## config.mk

```make
export PLATFORM = sky130hd
export DESIGN_NAME = rhht_front
export DESIGN_NICKNAME = d
export VERILOG_FILES = /design/src/design/rhht_pkg.sv /design/src/design/rhht_front.sv
export SDC_FILE = /design/constraint.sdc
export NUM_CORES = 1
export LEC_CHECK = 0
export BUFFER_PORTS_ARGS = -buffer_cell sky130_fd_sc_hd__buf_2
export CORE_ASPECT_RATIO = 0.75
export CORE_MARGIN = 2
export CORE_UTILIZATION = 45
export CTS_BUF_LIST = sky130_fd_sc_hd__clkbuf_16
export CTS_CLUSTER_DIAMETER = 100
export DETAILED_ROUTE_END_ITERATION = 8
export GPL_TIMING_DRIVEN = 0
export PLACE_DENSITY = 0.72
export SLEW_MARGIN = 15
export SYNTH_ARGS = -nofsm -noshare
export SYNTH_HDL_FRONTEND = slang
export SYNTH_SLANG_ARGS = --single-unit
export TNS_END_PERCENT = 20
```

## constraint.sdc

```tcl
create_clock -name clock -period 7.6 [get_ports clock]
set_input_delay 0.76 -clock clock [delete_from_list [all_inputs] [get_ports clock]]
set_output_delay 0.76 -clock clock [all_outputs]
set_load 0.03 [all_outputs]
```

## src/design/rhht_pkg.sv

```systemverilog
// Shared types, constants and helpers for the Robin Hood hash table unit.
// Depends on nothing; every other design file refers to it by scoped names.
`default_nettype none
package rhht_pkg;

   localparam int TableSize = 251;
   localparam int SlotBits  = 8;
   localparam int DistBits  = 9;

   localparam logic [SlotBits-1:0] LastSlot = SlotBits'(TableSize - 1);

   localparam logic [1:0] MODE_SET    = 2'd0;
   localparam logic [1:0] MODE_DELETE = 2'd1;

   localparam logic [2:0] ST_INSERTED  = 3'd0;
   localparam logic [2:0] ST_UPDATED   = 3'd1;
   localparam logic [2:0] ST_DELETED   = 3'd2;
   localparam logic [2:0] ST_NOT_FOUND = 3'd3;
   localparam logic [2:0] ST_FOUND     = 3'd4;
   localparam logic [2:0] ST_FULL      = 3'd5;

   typedef struct packed {
      logic [1:0]  mode;
      logic [63:0] req_key;
      logic [63:0] key_hash;
      logic [63:0] req_value;
   } req_type;

   typedef struct packed {
      logic [2:0]  status;
      logic [63:0] out_key;
      logic [63:0] out_value;
      logic [7:0]  entry_count;
   } rsp_type;

   // Classified request handed from the front to the back.
   typedef struct packed {
      logic [1:0]          mode;
      logic [63:0]         key;
      logic [SlotBits-1:0] home;
      logic [63:0]         value;
   } job_type;

   typedef struct packed {
      logic [SlotBits-1:0] probe_dist;
      logic [63:0]         key;
      logic [63:0]         value;
   } entry_type;

   // One byte step of the home-slot reduction: 256 is 5 mod 251, so the
   // running remainder r and the next byte b give 5r + b, below 6 * 251.
   function automatic logic [SlotBits-1:0] mod_step(input logic [SlotBits-1:0] rem,
                                                    input logic [7:0] byte_in);
      logic [10:0] x;
      logic [10:0] r;
      x = 11'({rem, 2'b00}) + 11'(rem) + 11'(byte_in);
      r = x;
      if (x >= 11'(5 * TableSize)) begin
         r = x - 11'(5 * TableSize);
      end else if (x >= 11'(4 * TableSize)) begin
         r = x - 11'(4 * TableSize);
      end else if (x >= 11'(3 * TableSize)) begin
         r = x - 11'(3 * TableSize);
      end else if (x >= 11'(2 * TableSize)) begin
         r = x - 11'(2 * TableSize);
      end else if (x >= 11'(TableSize)) begin
         r = x - 11'(TableSize);
      end
      return r[SlotBits-1:0];
   endfunction

endpackage
`default_nettype wire

```

## src/design/rhht_front.sv

```systemverilog
// Front end: accepts a request word and reduces its hash to a home slot.
// Depends on rhht_pkg.
`default_nettype none
module rhht_front (
   input  wire                 clock,
   input  wire                 reset,
   input  wire                 req_valid,
   output logic                req_ready,
   input  rhht_pkg::req_type   req_payload,
   output logic                job_valid,
   input  wire                 job_ready,
   output rhht_pkg::job_type   job_data
);

   typedef enum logic [2:0] {
      F_IDLE = 3'b001,
      F_MOD  = 3'b010,
      F_PUSH = 3'b100
   } fstate_type;

   fstate_type                       state_ff, state_in;
   logic [63:0]                      hash_ff, hash_in;
   logic [rhht_pkg::SlotBits-1:0]    rem_ff, rem_in;
   logic [2:0]                       step_ff, step_in;
   rhht_pkg::job_type                job_ff, job_in;

   always_comb begin
      state_in = state_ff;
      hash_in  = hash_ff;
      rem_in   = rem_ff;
      step_in  = step_ff;
      job_in   = job_ff;
      case (state_ff)
         F_IDLE: begin
            if (req_valid) begin
               hash_in      = req_payload.key_hash;
               rem_in       = '0;
               step_in      = '0;
               job_in.mode  = req_payload.mode;
               job_in.key   = req_payload.req_key;
               job_in.value = req_payload.req_value;
               state_in     = F_MOD;
            end
         end
         F_MOD: begin
            // advance one byte, most significant first
            rem_in  = rhht_pkg::mod_step(rem_ff, hash_ff[63:56]);
            hash_in = {hash_ff[55:0], 8'h00};
            step_in = step_ff + 3'd1;
            if (step_ff == 3'd7) begin
               job_in.home = rhht_pkg::mod_step(rem_ff, hash_ff[63:56]);
               state_in    = F_PUSH;
            end
         end
         F_PUSH: begin
            if (job_ready) begin
               state_in = F_IDLE;
            end
         end
         default: state_in = F_IDLE;
      endcase
   end

   always_ff @(posedge clock) begin
      if (reset) begin
         state_ff <= F_IDLE;
      end else begin
         state_ff <= state_in;
      end
      hash_ff <= hash_in;
      rem_ff  <= rem_in;
      step_ff <= step_in;
      job_ff  <= job_in;
   end

   assign req_ready = (state_ff == F_IDLE);
   assign job_valid = (state_ff == F_PUSH);
   assign job_data  = job_ff;

endmodule
`default_nettype wire

```

# Word-level counts from Yosys, hierarchy flattened

Cells that the tools add are included.
Widths: inputs -> output; s select.

Magnitude comparators: 5
Reduce and logical (&&, ||, !) cells: 5
Eq/ne operators: 7
Add/subtract/negate cells: 8
Muxes and demuxes: 15

Operators by type and width:

| operator             | count |
|---|---|
| $pmux 64 s2          | 1 |
| $mux 64              | 1 |
| $mux 8               | 6 |
| $sub 8x8->8 const B  | 5 |
| $ge 11x10->1 const B | 2 |
| $pmux 8 s2           | 1 |
| $mux 3               | 4 |
| $add 10x8->11        | 1 |
| $add 11x8->11        | 1 |
| $ge 11x11->1 const B | 1 |
| $ge 11x8->1 const B  | 1 |
| $ge 11x9->1 const B  | 1 |
| $pmux 3 s3           | 1 |
| $eq 3x3->1 const B   | 2 |
| $pmux 3 s2           | 1 |
| $reduce_and 2->1     | 3 |
| $ne 2x2->1 const B   | 2 |
| $add 3x1->3 const B  | 1 |
| $eq 3x1->1 const B   | 1 |
| $eq 3x2->1 const B   | 1 |
| $reduce_and 3->1     | 1 |
| $ne 2x1->1 const B   | 1 |
| $reduce_bool 2->1    | 1 |

Input bits: 198
Output and inout port bits: 140
Flip-flop bits (word level): 216

# Depth between registers and ports, before layout

Depth in word-level cells: 9
Depth in mapped cells: 16

# Worst setup path after synthesis

Ideal clock, no wire load.

Path type: register to register
Start point: register state_ff[0]
End point: register hash_ff[0], enable pin
Arrival: 5.728 ns
Data required time: 7.199 ns
Cell stages (with the launch flop): 4
Setup slack: 1.472 ns
Library setup time: 0.401 ns
Period minus slack after synthesis: 6.128 ns
Cell sequence: dfxtp_1 nor3b_1 and2_1 or2_2

Word-level cells in the longest chain between the ends: 3
Elaborated cells between the ends (all ways): 5
Those cells by class: eq/ne (3); reduce/logical (2)

RTL lines:

| element                                                                 | RTL line         | RTL |
|---|---|---|
| start: declaration                                                      | rhht_front.sv:21 | `fstate_type state_ff, state_in;` |
| start signal: assignment                                                | rhht_front.sv:68 | `state_ff <= state_in;` |
| $eq 3x1->1 (*)                                                          | --               |  |
| net req_ready                                                           | rhht_front.sv:8  | `output logic req_ready,` |
| $ne 2x2->1 (no source line) / $reduce_bool 2->1 (equally long branches) | --               |  |
| $reduce_and 2->1 (no source line) (*)                                   | --               |  |
| end signal: assignment                                                  | rhht_front.sv:70 | `hash_ff <= hash_in;` |
| end: declaration                                                        | rhht_front.sv:22 | `logic [63:0] hash_ff, hash_in;` |

The timed path passes the listed nets; every way through them passes the cells marked *.
A chain may end at the register's enable or synchronous reset.

# Worst setup path after layout

Start point: register rem_ff[2] (netlist name)
End point: register rem_ff[4] (netlist name), data pin

Word-level cells in the longest chain between the ends: 9
Elaborated cells between the ends (all ways): 18
Those cells by class: add/sub (7); order compare (5); mux (6)

RTL lines:

| element                                           | RTL line                       | RTL |
|---|---|---|
| start: declaration                                | rhht_front.sv:23               | `logic [rhht_pkg::SlotBits-1:0] rem_ff, rem_in;` |
| start signal: assignment                          | rhht_front.sv:71               | `rem_ff <= rem_in;` |
| $add 10x8->11 (*)                                 | rhht_pkg.sv:56                 | `x = 11'({rem, 2'b00}) + 11'(rem) + 11'(byte_in);` |
| $add 11x8->11 (*)                                 | rhht_pkg.sv:56                 |  |
| $ge 11x8->1 / $sub 8x8->8 (equally long branches) | rhht_pkg.sv:66, rhht_pkg.sv:67 |  |
| $mux 8                                            | rhht_pkg.sv:66                 | `end else if (x >= 11'(TableSize)) begin` |
| $mux 8                                            | rhht_pkg.sv:64                 | `end else if (x >= 11'(2 * TableSize)) begin` |
| $mux 8                                            | rhht_pkg.sv:62                 | `end else if (x >= 11'(3 * TableSize)) begin` |
| $mux 8                                            | rhht_pkg.sv:60                 | `end else if (x >= 11'(4 * TableSize)) begin` |
| $mux 8 (*)                                        | rhht_pkg.sv:58                 | `if (x >= 11'(5 * TableSize)) begin` |
| $pmux 8 s2 (*)                                    | rhht_front.sv:33               | `case (state_ff)` |

Every way passes the cells marked *; elsewhere a longest branch is shown, timed or not.

==> flow_summary.json <==
{
  "slew_violations": 0,
  "cts_made_buffers": 22,
  "grt_max_degree": 62,
  "busiest_layer": "met2",
  "synth_fp_nets": 855,
  "clkSlewWorstSetupHoldPaths_ps": 60,
  "finalSetupViolCount": 0,
  "start_kind": "flip-flop",
  "clockBufferDepth": 3,
  "synth_cell_types": 67,
  "routed_wirelength_mm": 23.90,
  "syn_area_per_cell_um2": 14.22,
  "endpoint_kind": "flip-flop",
  "path_class": "reg2reg",
  "gp_routability_congestion": 0.8818,
  "peakVddDrop_mv": 0.3167,
  "layout-drive-gt1-share_pct": 40.36,
  "status": "completed",
  "max_freq_ghz": 0.2223,
  "cap_violations": 0,
  "grt_pass1_wl_mm": 34.92,
  "yosysWarnings": 0,
  "grt_pass1_vias": 6268,
  "nFillCells": 1568,
  "drt_pass1_iterations": 5,
  "routedWlPerCell_um": 18.90,
  "yosys-top-cells-count": "213 x edfxtp_1, 182 x nand2_1, 24 x ha_1",
  "finalHoldViolations": 0,
  "rsz0062_at_grt": "false",
  "start_util_pct": 45.93,
  "dpl.hpwl_mm": 18.84,
  "route.detailed.drc": 0,
  "cts_hold_buf": 0,
  "critical_path_required_ps": 7870,
  "fin_crit_ps": 4498,
  "io_pins": 338,
  "finalWorstSetupSlack_ps": 3102,
  "antenna_found_initial": 11,
  "dp.cells": 1219,
  "powerDensity_mw_per_mm2": 522.2,
  "ys_async_sr_fraction_pct": 0,
  "ctsRootBufferMaster": "clkbuf_16",
  "grt_use_met1_pct": 26.75,
  "synth_edf_count": 213,
  "dp_slack_ps": 3156,
  "ys.flop_type": "edfxtp_1",
  "die_h_um": 125.8,
  "vias_per_cell": 5.009,
  "layout.cells.non_filler": 1265,
  "place_area_mm2": 0.01098,
  "synth_area_leaders": "edfxtp_1 72%, nand2_1 7.7%, ha_1 3.4%",
  "cp.arrival_ps": 4760,
  "tritoncts": "yes",
  "worst_clock_skew_ps": 8.794,
  "grt_overflow": 0,
  "worst_pin_slew_ps": 624.7,
  "postCtsSetupBuffers": 0,
  "seqCellArea_mm2": 0.006456,
  "use_met3_pct": 8.705,
  "min_period_over_period_pct": 59.18,
  "synth_cells": 626,
  "die_area_mm2": 0.02093,
  "ctsHtreeMaxLevel": 1,
  "yosysMostFrequentCell": "edfxtp_1",
  "leakage_nw": 5.052,
  "drt_iter0_drc": 398,
  "synthToLayoutAreaGrowth_pct": 32.20,
  "ant_nets": 0,
  "multiInputGateArea_mm2": 0.002317,
  "core-area_mm2": 0.01938,
  "ys_ff_latch": 216,
  "synth_top_area_share_pct": 71.86,
  "hold_class": "in2reg",
  "seq_area_frac_synth_pct": 72.53,
  "syn_area_mm2": 0.008901,
  "cts_sinks": 216,
  "path_max_fanout": 9,
  "rows": 44,
  "die_x_um": 166.4,
  "slew_headroom_pct": 58.35,
  "clkLatencyLatePin_ps": 510,
  "grt_usage_pct": 22.13,
  "fin_area_mm2": 0.01177,
  "synth_top_area_cell": "edfxtp_1",
  "grtUsageMet2_pct": 36.85,
  "setup_tns_ps": 0,
  "final_net_count": 1219,
  "vias": 6337,
  "portBuffers": 337,
  "cts_resized": 0
}
final cells by class:
| class | instances | share of cell area (%) |
|---|---|---|
| multi-input combinational | 378 | 19.69 |
| sequential | 216 | 54.86 |
| antenna | 6 | 0.1276 |
| clock buffer | 22 | 4.678 |
| timing repair buffer | 340 | 14.91 |
| tap | 253 | 2.690 |
| inverter | 12 | 0.3828 |
| buffer | 20 | 0.7443 |
| clock inverter | 18 | 1.914 |
power by group:
part           total (W)  switching [W]  internal (W)
registers        0.00185      0.0000903       0.00176
clock network    0.00114       0.000438      0.000700
logic            0.00316        0.00208       0.00107
total            0.00614        0.00261       0.00353
metal layers:
layer,vias to the layer above,routed length [um]
li1,3013,-
met1,3031,9214
met2,251,11670
met3,40,2501
met4,2,502
met5,-,13
registers in the layout, summed over array words and instances (netlist names):
| name | flops |
|---|---|
| hash_ff | 64 |
| job_data | 138 |
| rem_ff | 8 |
| state_ff | 3 |
| step_ff | 3 |
placed cells by master (no fill, tap or decap), types with 4 or more instances in the layout:
master / synthesis / final
buf_2: 1 / 338
edfxtp_1: 213 / 213
nand2_1: 182 / 182
ha_1: 24 / 24
clkbuf_16: 0 / 22
and2_1: 22 / 21
clkbuf_1: 17 / 17
inv_1: 11 / 16
a21oi_1: 14 / 14
nor2_1: 14 / 14
nand3_1: 9 / 9
nor3_1: 8 / 8
xnor2_1: 7 / 7
fa_1: 7 / 7
diode_2: 0 / 6
o21ai_0: 6 / 6
o31ai_1: 5 / 5
clkinv_2: 0 / 5
bufinv_16: 0 / 5
xor2_1: 4 / 4
a21o_1: 4 / 4
a211oi_1: 4 / 4
o2111ai_1: 4 / 4
logic make-up after synthesis:
family	count (synthesis)	synth area share [%]
mux	2	0.2249
fa+ha+maj	31	4.948
compound gates	75	6.874
simple gates	258	12.67
flops	216	72.53
xor+xnor	12	1.265
buf+inv	32	1.490
stage by stage:
stage	power [W]	util, %	hold slack, ps
3_3_place_gp	0.004943	56.27	488.9
6_report	0.006145	60.72	423.2
5_1_grt	0.006513	60.72	406.8
4_1_cts	0.006120	60.65	407.8
2_1_floorplan	0.004165	-	483.6
3_5_place_dp	0.004965	56.64	490.8
final timing paths:
path	slack [ps]	startpoint	end	depth (start not counted)
min	420	req_payload[25]	job_data[25]$_DFFE_PP_	1
min reg2reg	500	hash_ff[2]$_SDFFCE_PP0P_	hash_ff[10]$_DFFE_PP_	2
max	3100	rem_ff[2]$_SDFFCE_PN0P_	rem_ff[4]$_SDFFCE_PN0P_	15
max reg2reg	3100	rem_ff[2]$_SDFFCE_PN0P_	rem_ff[4]$_SDFFCE_PN0P_	15
worst max-delay path, stage by stage, from the launching register on:
cell,delay [ps]
edfxtp_1,410
inv_1,70
fa_1,470
inv_1,70
fa_1,620
clkbuf_1,300
inv_1,220
ha_1,240
a21boi_0,390
nand3_1,210
nand4b_1,160
nand2_1,210
a221o_1,410
o21ai_1,180
xnor2_1,130
and2_1,170
(Power assumes the default switching activity.)
